File: config.mk
export PLATFORM = sky130hd
export DESIGN_NAME = ladder_lowpass_filter_4pole_unit
export DESIGN_NICKNAME = d
export VERILOG_FILES = /design/src/rtl/llf_pkg.sv /design/src/rtl/llf_mul.sv /design/src/rtl/llf_seq.sv /design/src/rtl/ladder_lowpass_filter_4pole_unit.sv
export SDC_FILE = /design/constraint.sdc
export NUM_CORES = 2
export LEC_CHECK = 0
export BUFFER_PORTS_ARGS = -buffer_cell sky130_fd_sc_hd__buf_2
export CELL_PAD_IN_SITES_DETAIL_PLACEMENT = 0
export CELL_PAD_IN_SITES_GLOBAL_PLACEMENT = 1
export CORE_MARGIN = 2
export CORE_UTILIZATION = 50
export CTS_CLUSTER_SIZE = 16
export DETAILED_ROUTE_END_ITERATION = 10
export PLACE_DENSITY = 0.87
export SYNTH_ARGS = -nofsm -noshare
export SYNTH_HDL_FRONTEND = slang
export SYNTH_SLANG_ARGS = --single-unit
File: constraint.sdc
create_clock -name clk -period 21 [get_ports clk]
set_clock_uncertainty 0.1 [all_clocks]
set_input_delay 4.2 -clock clk [delete_from_list [all_inputs] [get_ports clk]]
set_output_delay 4.2 -clock clk [all_outputs]
set_load 0.02 [all_outputs]
File: src/rtl/llf_pkg.sv
// ----------------------------------------------------------------------------
// llf_pkg
// Shared widths, constants, sequencer step codes and control struct for the
// four-pole ladder low-pass filter.
// ----------------------------------------------------------------------------
package llf_pkg;

    localparam int DATA_W    = 16;
    localparam int RES_W     = 15;
    localparam int OPND_W    = DATA_W + 1;
    localparam int PROD_W    = 2 * OPND_W;
    localparam int STEP_W    = 5;
    localparam int CFG_IDX_W = 2;

    localparam logic [DATA_W-1:0] CUTOFF_RST = 16'h4000;
    localparam logic [RES_W-1:0]  RES_RST    = 15'h0000;
    localparam logic [DATA_W-1:0] T_BASE     = 16'h7fff;
    localparam logic [DATA_W-1:0] T_COEF     = 16'h2666;
    localparam logic [DATA_W-1:0] GAIN_COEF  = 16'h59a2;
    localparam logic [DATA_W-1:0] FEED_COEF  = 16'h4ccc;

    // configuration register indexes
    localparam logic [CFG_IDX_W-1:0] CFG_CUTOFF    = 2'd0;
    localparam logic [CFG_IDX_W-1:0] CFG_RESONANCE = 2'd1;

    // multiply issue steps; a product is written back one step after issue
    localparam logic [STEP_W-1:0] S_SQ    = 5'd0;
    localparam logic [STEP_W-1:0] S_DEC0  = 5'd1;
    localparam logic [STEP_W-1:0] S_TMUL  = 5'd2;
    localparam logic [STEP_W-1:0] S_F4    = 5'd3;
    localparam logic [STEP_W-1:0] S_FB    = 5'd4;
    localparam logic [STEP_W-1:0] S_FEED0 = 5'd5;
    localparam logic [STEP_W-1:0] S_RES   = 5'd6;
    localparam logic [STEP_W-1:0] S_DEC1  = 5'd7;
    localparam logic [STEP_W-1:0] S_GAIN  = 5'd8;
    localparam logic [STEP_W-1:0] S_FEED1 = 5'd9;
    localparam logic [STEP_W-1:0] S_SCALE = 5'd10;
    localparam logic [STEP_W-1:0] S_DEC2  = 5'd11;
    localparam logic [STEP_W-1:0] S_FEED2 = 5'd12;
    localparam logic [STEP_W-1:0] S_DEC3  = 5'd13;
    localparam logic [STEP_W-1:0] S_FEED3 = 5'd14;

    // pole update steps
    localparam logic [STEP_W-1:0] S_POLE0 = 5'd13;
    localparam logic [STEP_W-1:0] S_POLE1 = 5'd14;
    localparam logic [STEP_W-1:0] S_POLE2 = 5'd15;
    localparam logic [STEP_W-1:0] S_POLE3 = 5'd16;
    localparam logic [STEP_W-1:0] S_LAST  = S_POLE3;

    typedef struct packed {
        logic              run;
        logic [STEP_W-1:0] step;
    } llf_ctl_t;

endpackage

File: src/rtl/llf_mul.sv
// ----------------------------------------------------------------------------
// llf_mul
// Shared 17x17 signed multiplier with registered product.
// ----------------------------------------------------------------------------
module llf_mul (
    input  logic                              clk,
    input  logic                              en,
    input  logic signed [llf_pkg::OPND_W-1:0] opnd_a,
    input  logic signed [llf_pkg::OPND_W-1:0] opnd_b,
    output logic signed [llf_pkg::PROD_W-1:0] prod
);

    logic signed [llf_pkg::PROD_W-1:0] prod_reg;
    logic signed [llf_pkg::PROD_W-1:0] prod_next;

    assign prod_next = llf_pkg::PROD_W'(opnd_a) * llf_pkg::PROD_W'(opnd_b);
    assign prod      = prod_reg;

    always_ff @(posedge clk)
    begin
        if (en)
        begin
            prod_reg <= prod_next;
        end
    end

endmodule

File: src/rtl/llf_seq.sv
// ----------------------------------------------------------------------------
// llf_seq
// Step sequencer: input/output handshake, step counter, output valid.
// ----------------------------------------------------------------------------
module llf_seq (
    input  logic              clk,
    input  logic              rst_n,
    input  logic              in_valid,
    output logic              in_ready,
    input  logic              out_ready,
    output logic              out_valid,
    output llf_pkg::llf_ctl_t ctl
);

    typedef enum logic {
        ST_IDLE,
        ST_RUN
    } state_t;

    state_t                       state_reg;
    state_t                       state_next;
    logic [llf_pkg::STEP_W-1:0]   step_reg;
    logic [llf_pkg::STEP_W-1:0]   step_next;
    logic                         out_valid_reg;
    logic                         out_valid_next;
    logic                         last;
    logic                         advance;

    assign last     = (state_reg == ST_RUN) && (step_reg == llf_pkg::S_LAST);
    // final step waits while the previous result is still pending
    assign advance  = (state_reg == ST_RUN) && !(last && out_valid_reg && !out_ready);
    assign in_ready = (state_reg == ST_IDLE);
    assign out_valid = out_valid_reg;
    assign ctl.run  = advance;
    assign ctl.step = step_reg;

    always_comb
    begin
        state_next     = state_reg;
        step_next      = step_reg;
        out_valid_next = out_valid_reg && !out_ready;
        unique case (state_reg)
            ST_IDLE:
            begin
                if (in_valid)
                begin
                    state_next = ST_RUN;
                    step_next  = llf_pkg::S_SQ;
                end
            end
            ST_RUN:
            begin
                if (advance)
                begin
                    if (last)
                    begin
                        state_next     = ST_IDLE;
                        out_valid_next = 1'b1;
                    end
                    else
                    begin
                        step_next = step_reg + 1'b1;
                    end
                end
            end
            default:
            begin
                state_next = ST_IDLE;
            end
        endcase
    end

    always_ff @(posedge clk or negedge rst_n)
    begin
        if (!rst_n)
        begin
            state_reg     <= ST_IDLE;
            step_reg      <= '0;
            out_valid_reg <= 1'b0;
        end
        else
        begin
            state_reg     <= state_next;
            step_reg      <= step_next;
            out_valid_reg <= out_valid_next;
        end
    end

endmodule

File: src/rtl/ladder_lowpass_filter_4pole_unit.sv
// ----------------------------------------------------------------------------
// ladder_lowpass_filter_4pole_unit
// Four-pole resonant ladder low-pass filter, 16-bit fixed point, built on one
// shared multiplier under a step sequencer.
// ----------------------------------------------------------------------------
//  channel | signals                                  | dir
//  --------+------------------------------------------+-----
//  in      | in_valid, in_ready, sample_in[15:0]      | in
//  out     | out_valid, out_ready, sample_out[15:0]   | out
//  cfg     | cfg_valid, cfg_ready, cfg_index, cfg_data| in
//
//  A new sample is taken only once the previous one has run through all
//  steps; this pace is set by the single 17x17 multiplier: 15 products,
//  six of them a dependent chain.
//  Reset presets cutoff, clears resonance and pole state; no clearing pass.
//  The last step holds while the previous result is still not taken.
//  cfg is always ready; writes to unknown indexes are dropped.
// ----------------------------------------------------------------------------
module ladder_lowpass_filter_4pole_unit (
    input  logic                                 clk,
    input  logic                                 rst_n,
    input  logic                                 in_valid,
    output logic                                 in_ready,
    input  logic signed [llf_pkg::DATA_W-1:0]    sample_in,
    output logic                                 out_valid,
    input  logic                                 out_ready,
    output logic signed [llf_pkg::DATA_W-1:0]    sample_out,
    input  logic                                 cfg_valid,
    output logic                                 cfg_ready,
    input  logic        [llf_pkg::CFG_IDX_W-1:0] cfg_index,
    input  logic        [llf_pkg::DATA_W-1:0]    cfg_data
);

    llf_pkg::llf_ctl_t                  ctl;
    logic                               mul_en;
    logic signed [llf_pkg::OPND_W-1:0]  opnd_a;
    logic signed [llf_pkg::OPND_W-1:0]  opnd_b;
    logic signed [llf_pkg::PROD_W-1:0]  prod;
    logic        [llf_pkg::DATA_W-1:0]  p13;
    logic        [llf_pkg::DATA_W-1:0]  p15;
    logic        [llf_pkg::DATA_W-1:0]  p16;
    logic        [llf_pkg::STEP_W-1:0]  wb_step;
    logic        [1:0]                  pole_idx;
    logic        [llf_pkg::DATA_W-1:0]  pole_sum;
    logic        [llf_pkg::DATA_W-1:0]  decay_coef;

    logic [llf_pkg::DATA_W-1:0] cutoff_reg;
    logic [llf_pkg::RES_W-1:0]  resonance_reg;
    logic [llf_pkg::DATA_W-1:0] sample_reg;
    logic [llf_pkg::DATA_W-1:0] t_reg;
    logic [llf_pkg::DATA_W-1:0] t_next;
    logic [llf_pkg::DATA_W-1:0] f4_reg;
    logic [llf_pkg::DATA_W-1:0] f4_next;
    logic [llf_pkg::DATA_W-1:0] fb_reg;
    logic [llf_pkg::DATA_W-1:0] fb_next;
    logic [llf_pkg::DATA_W-1:0] x_reg;
    logic [llf_pkg::DATA_W-1:0] x_next;
    logic [llf_pkg::DATA_W-1:0] out_reg;
    logic [llf_pkg::DATA_W-1:0] out_next;
    logic [llf_pkg::DATA_W-1:0] acc_reg       [4];
    logic [llf_pkg::DATA_W-1:0] acc_next      [4];
    logic [llf_pkg::DATA_W-1:0] pole_out_reg  [4];
    logic [llf_pkg::DATA_W-1:0] pole_out_next [4];
    logic [llf_pkg::DATA_W-1:0] pole_prev_reg [4];
    logic [llf_pkg::DATA_W-1:0] pole_prev_next[4];

    llf_seq u_seq (
        .clk       (clk),
        .rst_n     (rst_n),
        .in_valid  (in_valid),
        .in_ready  (in_ready),
        .out_ready (out_ready),
        .out_valid (out_valid),
        .ctl       (ctl)
    );

    llf_mul u_mul (
        .clk    (clk),
        .en     (mul_en),
        .opnd_a (opnd_a),
        .opnd_b (opnd_b),
        .prod   (prod)
    );

    assign cfg_ready  = 1'b1;
    assign sample_out = out_reg;
    assign decay_coef = ~cutoff_reg;

    // product slices after arithmetic shift, wrapped to 16 bits
    assign p13 = prod[28:13];
    assign p15 = prod[30:15];
    assign p16 = prod[31:16];

    assign wb_step  = ctl.step - 1'b1;
    assign pole_idx = 2'(ctl.step - llf_pkg::S_POLE0);
    assign pole_sum = acc_reg[pole_idx] + x_reg;

    // operand select
    always_comb
    begin
        mul_en = ctl.run;
        opnd_a = '0;
        opnd_b = '0;
        unique case (ctl.step)
            llf_pkg::S_SQ:
            begin
                opnd_a = {1'b0, cutoff_reg};
                opnd_b = {1'b0, cutoff_reg};
            end
            llf_pkg::S_DEC0:
            begin
                opnd_a = {1'b0, decay_coef};
                opnd_b = {pole_out_reg[0][15], pole_out_reg[0]};
            end
            llf_pkg::S_TMUL:
            begin
                opnd_a = {t_reg[15], t_reg};
                opnd_b = {1'b0, llf_pkg::T_COEF};
            end
            llf_pkg::S_F4:
            begin
                opnd_a = {1'b0, f4_reg};
                opnd_b = {1'b0, f4_reg};
            end
            llf_pkg::S_FB:
            begin
                opnd_a = {2'b00, resonance_reg};
                opnd_b = {t_reg[15], t_reg};
            end
            llf_pkg::S_FEED0:
            begin
                opnd_a = {1'b0, llf_pkg::FEED_COEF};
                opnd_b = {pole_prev_reg[0][15], pole_prev_reg[0]};
            end
            llf_pkg::S_RES:
            begin
                opnd_a = {pole_out_reg[3][15], pole_out_reg[3]};
                opnd_b = {fb_reg[15], fb_reg};
            end
            llf_pkg::S_DEC1:
            begin
                opnd_a = {1'b0, decay_coef};
                opnd_b = {pole_out_reg[1][15], pole_out_reg[1]};
            end
            llf_pkg::S_GAIN:
            begin
                opnd_a = {x_reg[15], x_reg};
                opnd_b = {1'b0, llf_pkg::GAIN_COEF};
            end
            llf_pkg::S_FEED1:
            begin
                opnd_a = {1'b0, llf_pkg::FEED_COEF};
                opnd_b = {pole_prev_reg[1][15], pole_prev_reg[1]};
            end
            llf_pkg::S_SCALE:
            begin
                opnd_a = {x_reg[15], x_reg};
                opnd_b = {1'b0, f4_reg};
            end
            llf_pkg::S_DEC2:
            begin
                opnd_a = {1'b0, decay_coef};
                opnd_b = {pole_out_reg[2][15], pole_out_reg[2]};
            end
            llf_pkg::S_FEED2:
            begin
                opnd_a = {1'b0, llf_pkg::FEED_COEF};
                opnd_b = {pole_prev_reg[2][15], pole_prev_reg[2]};
            end
            llf_pkg::S_DEC3:
            begin
                opnd_a = {1'b0, decay_coef};
                opnd_b = {pole_out_reg[3][15], pole_out_reg[3]};
            end
            llf_pkg::S_FEED3:
            begin
                opnd_a = {1'b0, llf_pkg::FEED_COEF};
                opnd_b = {pole_prev_reg[3][15], pole_prev_reg[3]};
            end
            default:
            begin
                mul_en = 1'b0;
            end
        endcase
    end

    // write-back of the previous step's product, then pole updates
    always_comb
    begin
        t_next   = t_reg;
        f4_next  = f4_reg;
        fb_next  = fb_reg;
        x_next   = x_reg;
        out_next = out_reg;
        for (int i = 0; i < 4; i++)
        begin
            acc_next[i]       = acc_reg[i];
            pole_out_next[i]  = pole_out_reg[i];
            pole_prev_next[i] = pole_prev_reg[i];
        end

        if (ctl.run)
        begin
            unique case (wb_step)
                llf_pkg::S_SQ:
                begin
                    t_next  = p15;
                    f4_next = p16;
                end
                llf_pkg::S_DEC0:  acc_next[0] = p16;
                llf_pkg::S_TMUL:  t_next      = llf_pkg::T_BASE - p16;
                llf_pkg::S_F4:    f4_next     = p16;
                llf_pkg::S_FB:    fb_next     = p15;
                llf_pkg::S_FEED0: acc_next[0] = acc_reg[0] + p16;
                llf_pkg::S_RES:   x_next      = sample_reg - p13;
                llf_pkg::S_DEC1:  acc_next[1] = p16;
                llf_pkg::S_GAIN:  x_next      = p16;
                llf_pkg::S_FEED1: acc_next[1] = acc_reg[1] + p16;
                llf_pkg::S_SCALE: x_next      = p16;
                llf_pkg::S_DEC2:  acc_next[2] = p16;
                llf_pkg::S_FEED2: acc_next[2] = acc_reg[2] + p16;
                llf_pkg::S_DEC3:  acc_next[3] = p16;
                llf_pkg::S_FEED3: acc_next[3] = acc_reg[3] + p16;
                default:
                begin
                end
            endcase

            if (ctl.step >= llf_pkg::S_POLE0)
            begin
                pole_out_next[pole_idx]  = pole_sum;
                pole_prev_next[pole_idx] = x_reg;
                x_next                   = pole_sum;
                if (ctl.step == llf_pkg::S_LAST)
                begin
                    out_next = pole_sum;
                end
            end
        end
    end

    always_ff @(posedge clk or negedge rst_n)
    begin
        if (!rst_n)
        begin
            cutoff_reg    <= llf_pkg::CUTOFF_RST;
            resonance_reg <= llf_pkg::RES_RST;
            for (int i = 0; i < 4; i++)
            begin
                pole_out_reg[i]  <= '0;
                pole_prev_reg[i] <= '0;
            end
        end
        else
        begin
            if (cfg_valid && cfg_ready)
            begin
                unique case (cfg_index)
                    llf_pkg::CFG_CUTOFF:    cutoff_reg    <= cfg_data;
                    llf_pkg::CFG_RESONANCE: resonance_reg <= cfg_data[llf_pkg::RES_W-1:0];
                    default:
                    begin
                    end
                endcase
            end
            for (int i = 0; i < 4; i++)
            begin
                pole_out_reg[i]  <= pole_out_next[i];
                pole_prev_reg[i] <= pole_prev_next[i];
            end
        end
    end

    always_ff @(posedge clk)
    begin
        if (in_valid && in_ready)
        begin
            sample_reg <= sample_in;
        end
        t_reg   <= t_next;
        f4_reg  <= f4_next;
        fb_reg  <= fb_next;
        x_reg   <= x_next;
        out_reg <= out_next;
        for (int i = 0; i < 4; i++)
        begin
            acc_reg[i] <= acc_next[i];
        end
    end

`ifndef SYNTHESIS
    a_accept_starts: assert property (@(posedge clk) disable iff (!rst_n)
        in_valid && in_ready |=> !in_ready && ctl.step == llf_pkg::S_SQ)
        else $error("accepted transaction did not start at first step");

    a_result_from_last: assert property (@(posedge clk) disable iff (!rst_n)
        $rose(out_valid) |-> $past(ctl.run) && $past(ctl.step) == llf_pkg::S_LAST)
        else $error("result raised outside the last step");

    a_last_frees_input: assert property (@(posedge clk) disable iff (!rst_n)
        ctl.run && ctl.step == llf_pkg::S_LAST |=> in_ready && out_valid)
        else $error("last step did not deliver result and free input");

    a_no_run_when_ready: assert property (@(posedge clk) disable iff (!rst_n)
        in_ready |-> !ctl.run && !mul_en)
        else $error("datapath active while idle");
`endif

endmodule

==> reports/summary.txt <==
status -> finished clean
worst slew margin relative to its limit -> 18.8%
CP most frequent cell -> sky130_fd_sc_hd__fa_1
cell accounting for the most synthesized area -> sky130_fd_sc_hd__fa_1
fin. max-slew vios -> 0
top cells by area, synth -> sky130_fd_sc_hd__fa_1 (20%), sky130_fd_sc_hd__edfxtp_1 (18%), sky130_fd_sc_hd__dfrtp_1 (14%), sky130_fd_sc_hd__ha_1 (7.4%), sky130_fd_sc_hd__mux2_2 (4.7%)
Routed Antenna Nets -> 0
initial antenna violation count -> 0
Seq cells post-synth -> 345
number of buffers between clock root and the deepest sink -> 3
number of warning messages in the yosys log -> 0
vias in the first global route -> 23.5k
average instance area after synthesis -> 10.3 um2
global-route congestion overflow total -> 0
number of clock sinks -> 345
max-capacitance violation count -> 0
main flop type after synthesis -> sky130_fd_sc_hd__edfxtp_1
iteration-0 DRC count of the detailed router -> 2004
post-layout minimum cycle time -> 9450 ps
final design instance area without fill -> 31900 um2
net count after synthesis -> 3360
count of standard-cell rows -> 88
setup TNS -> 0 ps
Yosys top cell area share -> 19.5%
element type at the critical path end -> flip-flop
sum of net half-perimeters after detailed placement -> 65200 um
biggest cell delay along the critical path -> 760 ps
Inserted Clock Buffers -> 37
top post-synthesis cells by count -> sky130_fd_sc_hd__inv_1 (347), sky130_fd_sc_hd__fa_1 (287), sky130_fd_sc_hd__nor2_1 (273)
post-detailed-route via-to-cell ratio -> 6.12
Placed Area -> 30700 um2
global router's overall resource usage -> 30.2%
number of diodes -> 0
CTS H-Tree Depth -> 2
Final Hold Violating Endpoints -> 0
number of iterations in the first detailed-routing pass -> 7
I/O pin count -> 58
die height -> 247 um
nets -> 3385
Peak Freq -> 0.106 GHz
number of placed cells counting well taps -> 3612
number of hold buffers added after cts -> 0
classification of the worst setup path -> flip-flop to flip-flop
die area -> 60800 um2
average detailed-routed wire length per instance -> 24.5 um
global-route wire length before repair -> 138000 um
peak fanout along the critical path -> 24
gate family responsible for the most delay along the worst path -> adder cells
cell area after technology mapping -> 29400 um2
width of the die -> 247 um
post-synthesis cell type count -> 91
Reg clk slew, reported paths -> 60 ps
Post-CTS Setup Bufs -> 0
cells after synthesis -> 2861
maximum number of pins on one net before global-route repair -> 113
total wirelength of the detailed-routed design -> 90000 um
class of the most critical hold timing path -> flip-flop to flip-flop
kind of start point of the critical path -> flip-flop
number of buffers and inverters on the critical path -> 6
fill cell count -> 5063
vias -> 22.5k
area growth from synthesis to layout -> 8.34%
weighted congestion at the end of routability-driven global placement -> 0.917
setup-violating endpoint count in the final report -> 0
share of post-route cells with drive strength above 1 -> 16.0%
master of the slowest instance on the critical path -> sky130_fd_sc_hd__or4_1
number of I/O port buffers -> 56
Required @ worst endpoint -> 21200 ps
final cycle utilization of the critical path -> 45.0%
library cell with the highest instance count after synthesis -> sky130_fd_sc_hd__inv_1
clock latency on the worst-skew pair -> 550 ps
RSZ-0062 raised after global routing -> false
Root Driver -> sky130_fd_sc_hd__clkbuf_16
EDFF count, synth -> 179
actual transition at the worst max-transition pin -> 1220 ps
number of cells upsized or downsized after cts -> 0
TritonCTS clock tree -> built
Post-synth ARST share -> 48.1%
post-route non-filler standard cell count -> 3678
residual DRC count -> 0
Initial Utilization -> 50.8%
core area -> 57900 um2
Worst Path Arrival -> 9640 ps
fraction of the yosys area taken by sequential cells -> 32.4%
## stage by stage
step | util, % | hold slack, ps | setup slack (ps)
after global routing | 55.1 | 414 | 11000
after global placement | 53.0 | 363 | 11410
final | 55.1 | 383 | 11550
after floorplan | - | 324 | 12140
after CTS | 55.1 | 386 | 11180
after detailed placement | 53.0 | 372 | 11180
## routing by layer
layer / share of wire, % / GRT usage, % / vias to the layer above / wire, um
met1: 39 / 39.3 / 11300 / 35500
li1: - / - / 9863 / -
met3: 9.0 / 6.21 / 257 / 8120
met4: 4.5 / 12.3 / 0 / 4050
met2: 47 / 49.3 / 1055 / 42300
met5: 0 / 0 / - / 0
## cell usage in the layout (no fill, tap or decap), types with 9 or more instances in the layout
| master | n |
|---|---|
| sky130_fd_sc_hd__or3_1 | 13 |
| sky130_fd_sc_hd__xor2_1 | 41 |
| sky130_fd_sc_hd__or2_2 | 110 |
| sky130_fd_sc_hd__mux4_2 | 16 |
| sky130_fd_sc_hd__a221oi_1 | 29 |
| sky130_fd_sc_hd__o21ai_0 | 153 |
| sky130_fd_sc_hd__clkbuf_16 | 38 |
| sky130_fd_sc_hd__a31oi_1 | 18 |
| sky130_fd_sc_hd__ha_1 | 173 |
| sky130_fd_sc_hd__and3_1 | 20 |
| sky130_fd_sc_hd__dfrtp_1 | 165 |
| sky130_fd_sc_hd__a21o_1 | 25 |
| sky130_fd_sc_hd__o31ai_1 | 14 |
| sky130_fd_sc_hd__o211ai_1 | 16 |
| sky130_fd_sc_hd__o21a_1 | 16 |
| sky130_fd_sc_hd__inv_1 | 347 |
| sky130_fd_sc_hd__nor3_1 | 48 |
| sky130_fd_sc_hd__fa_1 | 287 |
| sky130_fd_sc_hd__clkinv_2 | 9 |
| sky130_fd_sc_hd__a21oi_1 | 70 |
| sky130_fd_sc_hd__xnor2_1 | 54 |
| sky130_fd_sc_hd__nor2_1 | 270 |
| sky130_fd_sc_hd__nand2_1 | 200 |
| sky130_fd_sc_hd__nand3_1 | 37 |
| sky130_fd_sc_hd__buf_2 | 55 |
| sky130_fd_sc_hd__a22o_1 | 24 |
| sky130_fd_sc_hd__a221o_1 | 11 |
| sky130_fd_sc_hd__nor2b_1 | 19 |
| sky130_fd_sc_hd__a21boi_0 | 11 |
| sky130_fd_sc_hd__a22oi_1 | 69 |
| sky130_fd_sc_hd__edfxtp_1 | 179 |
| sky130_fd_sc_hd__buf_4 | 66 |
| sky130_fd_sc_hd__mux2_2 | 124 |
| sky130_fd_sc_hd__nand4_1 | 13 |
## final timing paths
| path | endpoint | cells after the start | from | slack [ps] |
|---|---|---|---|---|
| min in group asynchronous | u_seq.out_valid | 1 | rst_n | 3710 |
| max | u_mul.prod[31] | 27 | u_seq.step_reg[0] | 11550 |
| max reg2reg | u_mul.prod[31] | 27 | u_seq.step_reg[0] | 11550 |
| min reg2reg | pole_prev_reg[1] | 2 | pole_prev_reg[1] | 380 |
| min | pole_prev_reg[1] | 2 | pole_prev_reg[1] | 380 |
| max in group asynchronous | pole_prev_reg[37] | 2 | rst_n | 15710 |
## kinds of logic after synthesis
family	Yosys count	synth area share, %
compound gates	539	12.6
fa+ha+maj	460	26.9
simple gates	790	12.8
other cells	1	0.0127
flops	345	32.4
xor+xnor	96	2.88
buf+inv	483	6.29
mux	147	6.20
## worst reg2reg max path, stage by stage, from the launching register on
cell and delay [ps]:
sky130_fd_sc_hd__dfrtp_1 320, sky130_fd_sc_hd__buf_4 350, sky130_fd_sc_hd__inv_1 180, sky130_fd_sc_hd__ha_1 460, sky130_fd_sc_hd__and4b_1 310, sky130_fd_sc_hd__buf_4 200
sky130_fd_sc_hd__or4_1 760, sky130_fd_sc_hd__a221oi_1 300, sky130_fd_sc_hd__nand3_1 160, sky130_fd_sc_hd__nor2_2 710, sky130_fd_sc_hd__nor2_1 190, sky130_fd_sc_hd__fa_1 580
sky130_fd_sc_hd__inv_1 60, sky130_fd_sc_hd__fa_1 560, sky130_fd_sc_hd__fa_1 450, sky130_fd_sc_hd__fa_1 550, sky130_fd_sc_hd__inv_1 50, sky130_fd_sc_hd__fa_1 490
sky130_fd_sc_hd__fa_1 430, sky130_fd_sc_hd__ha_1 320, sky130_fd_sc_hd__a21oi_1 210, sky130_fd_sc_hd__o21bai_1 100, sky130_fd_sc_hd__a21oi_1 220, sky130_fd_sc_hd__inv_1 110
sky130_fd_sc_hd__or4b_4 530, sky130_fd_sc_hd__a21boi_2 220, sky130_fd_sc_hd__nand4_1 100, sky130_fd_sc_hd__and3_1 190
## layout make-up
cell class	instances	area [um2]	share of cell area, %
Inverter	347	1300	4.08
Clock buffer	49	1050	3.30
Tap cell	765	957	3.00
Clock inverter	17	128	0.400
Sequential cell	345	9530	29.9
Multi-Input combinational cell	2033	18100	56.9
Timing Repair Buffer	122	782	2.45
Power is not shown: default switching activity piles up to over one toggle a cycle in this logic, so the estimate is an artifact.
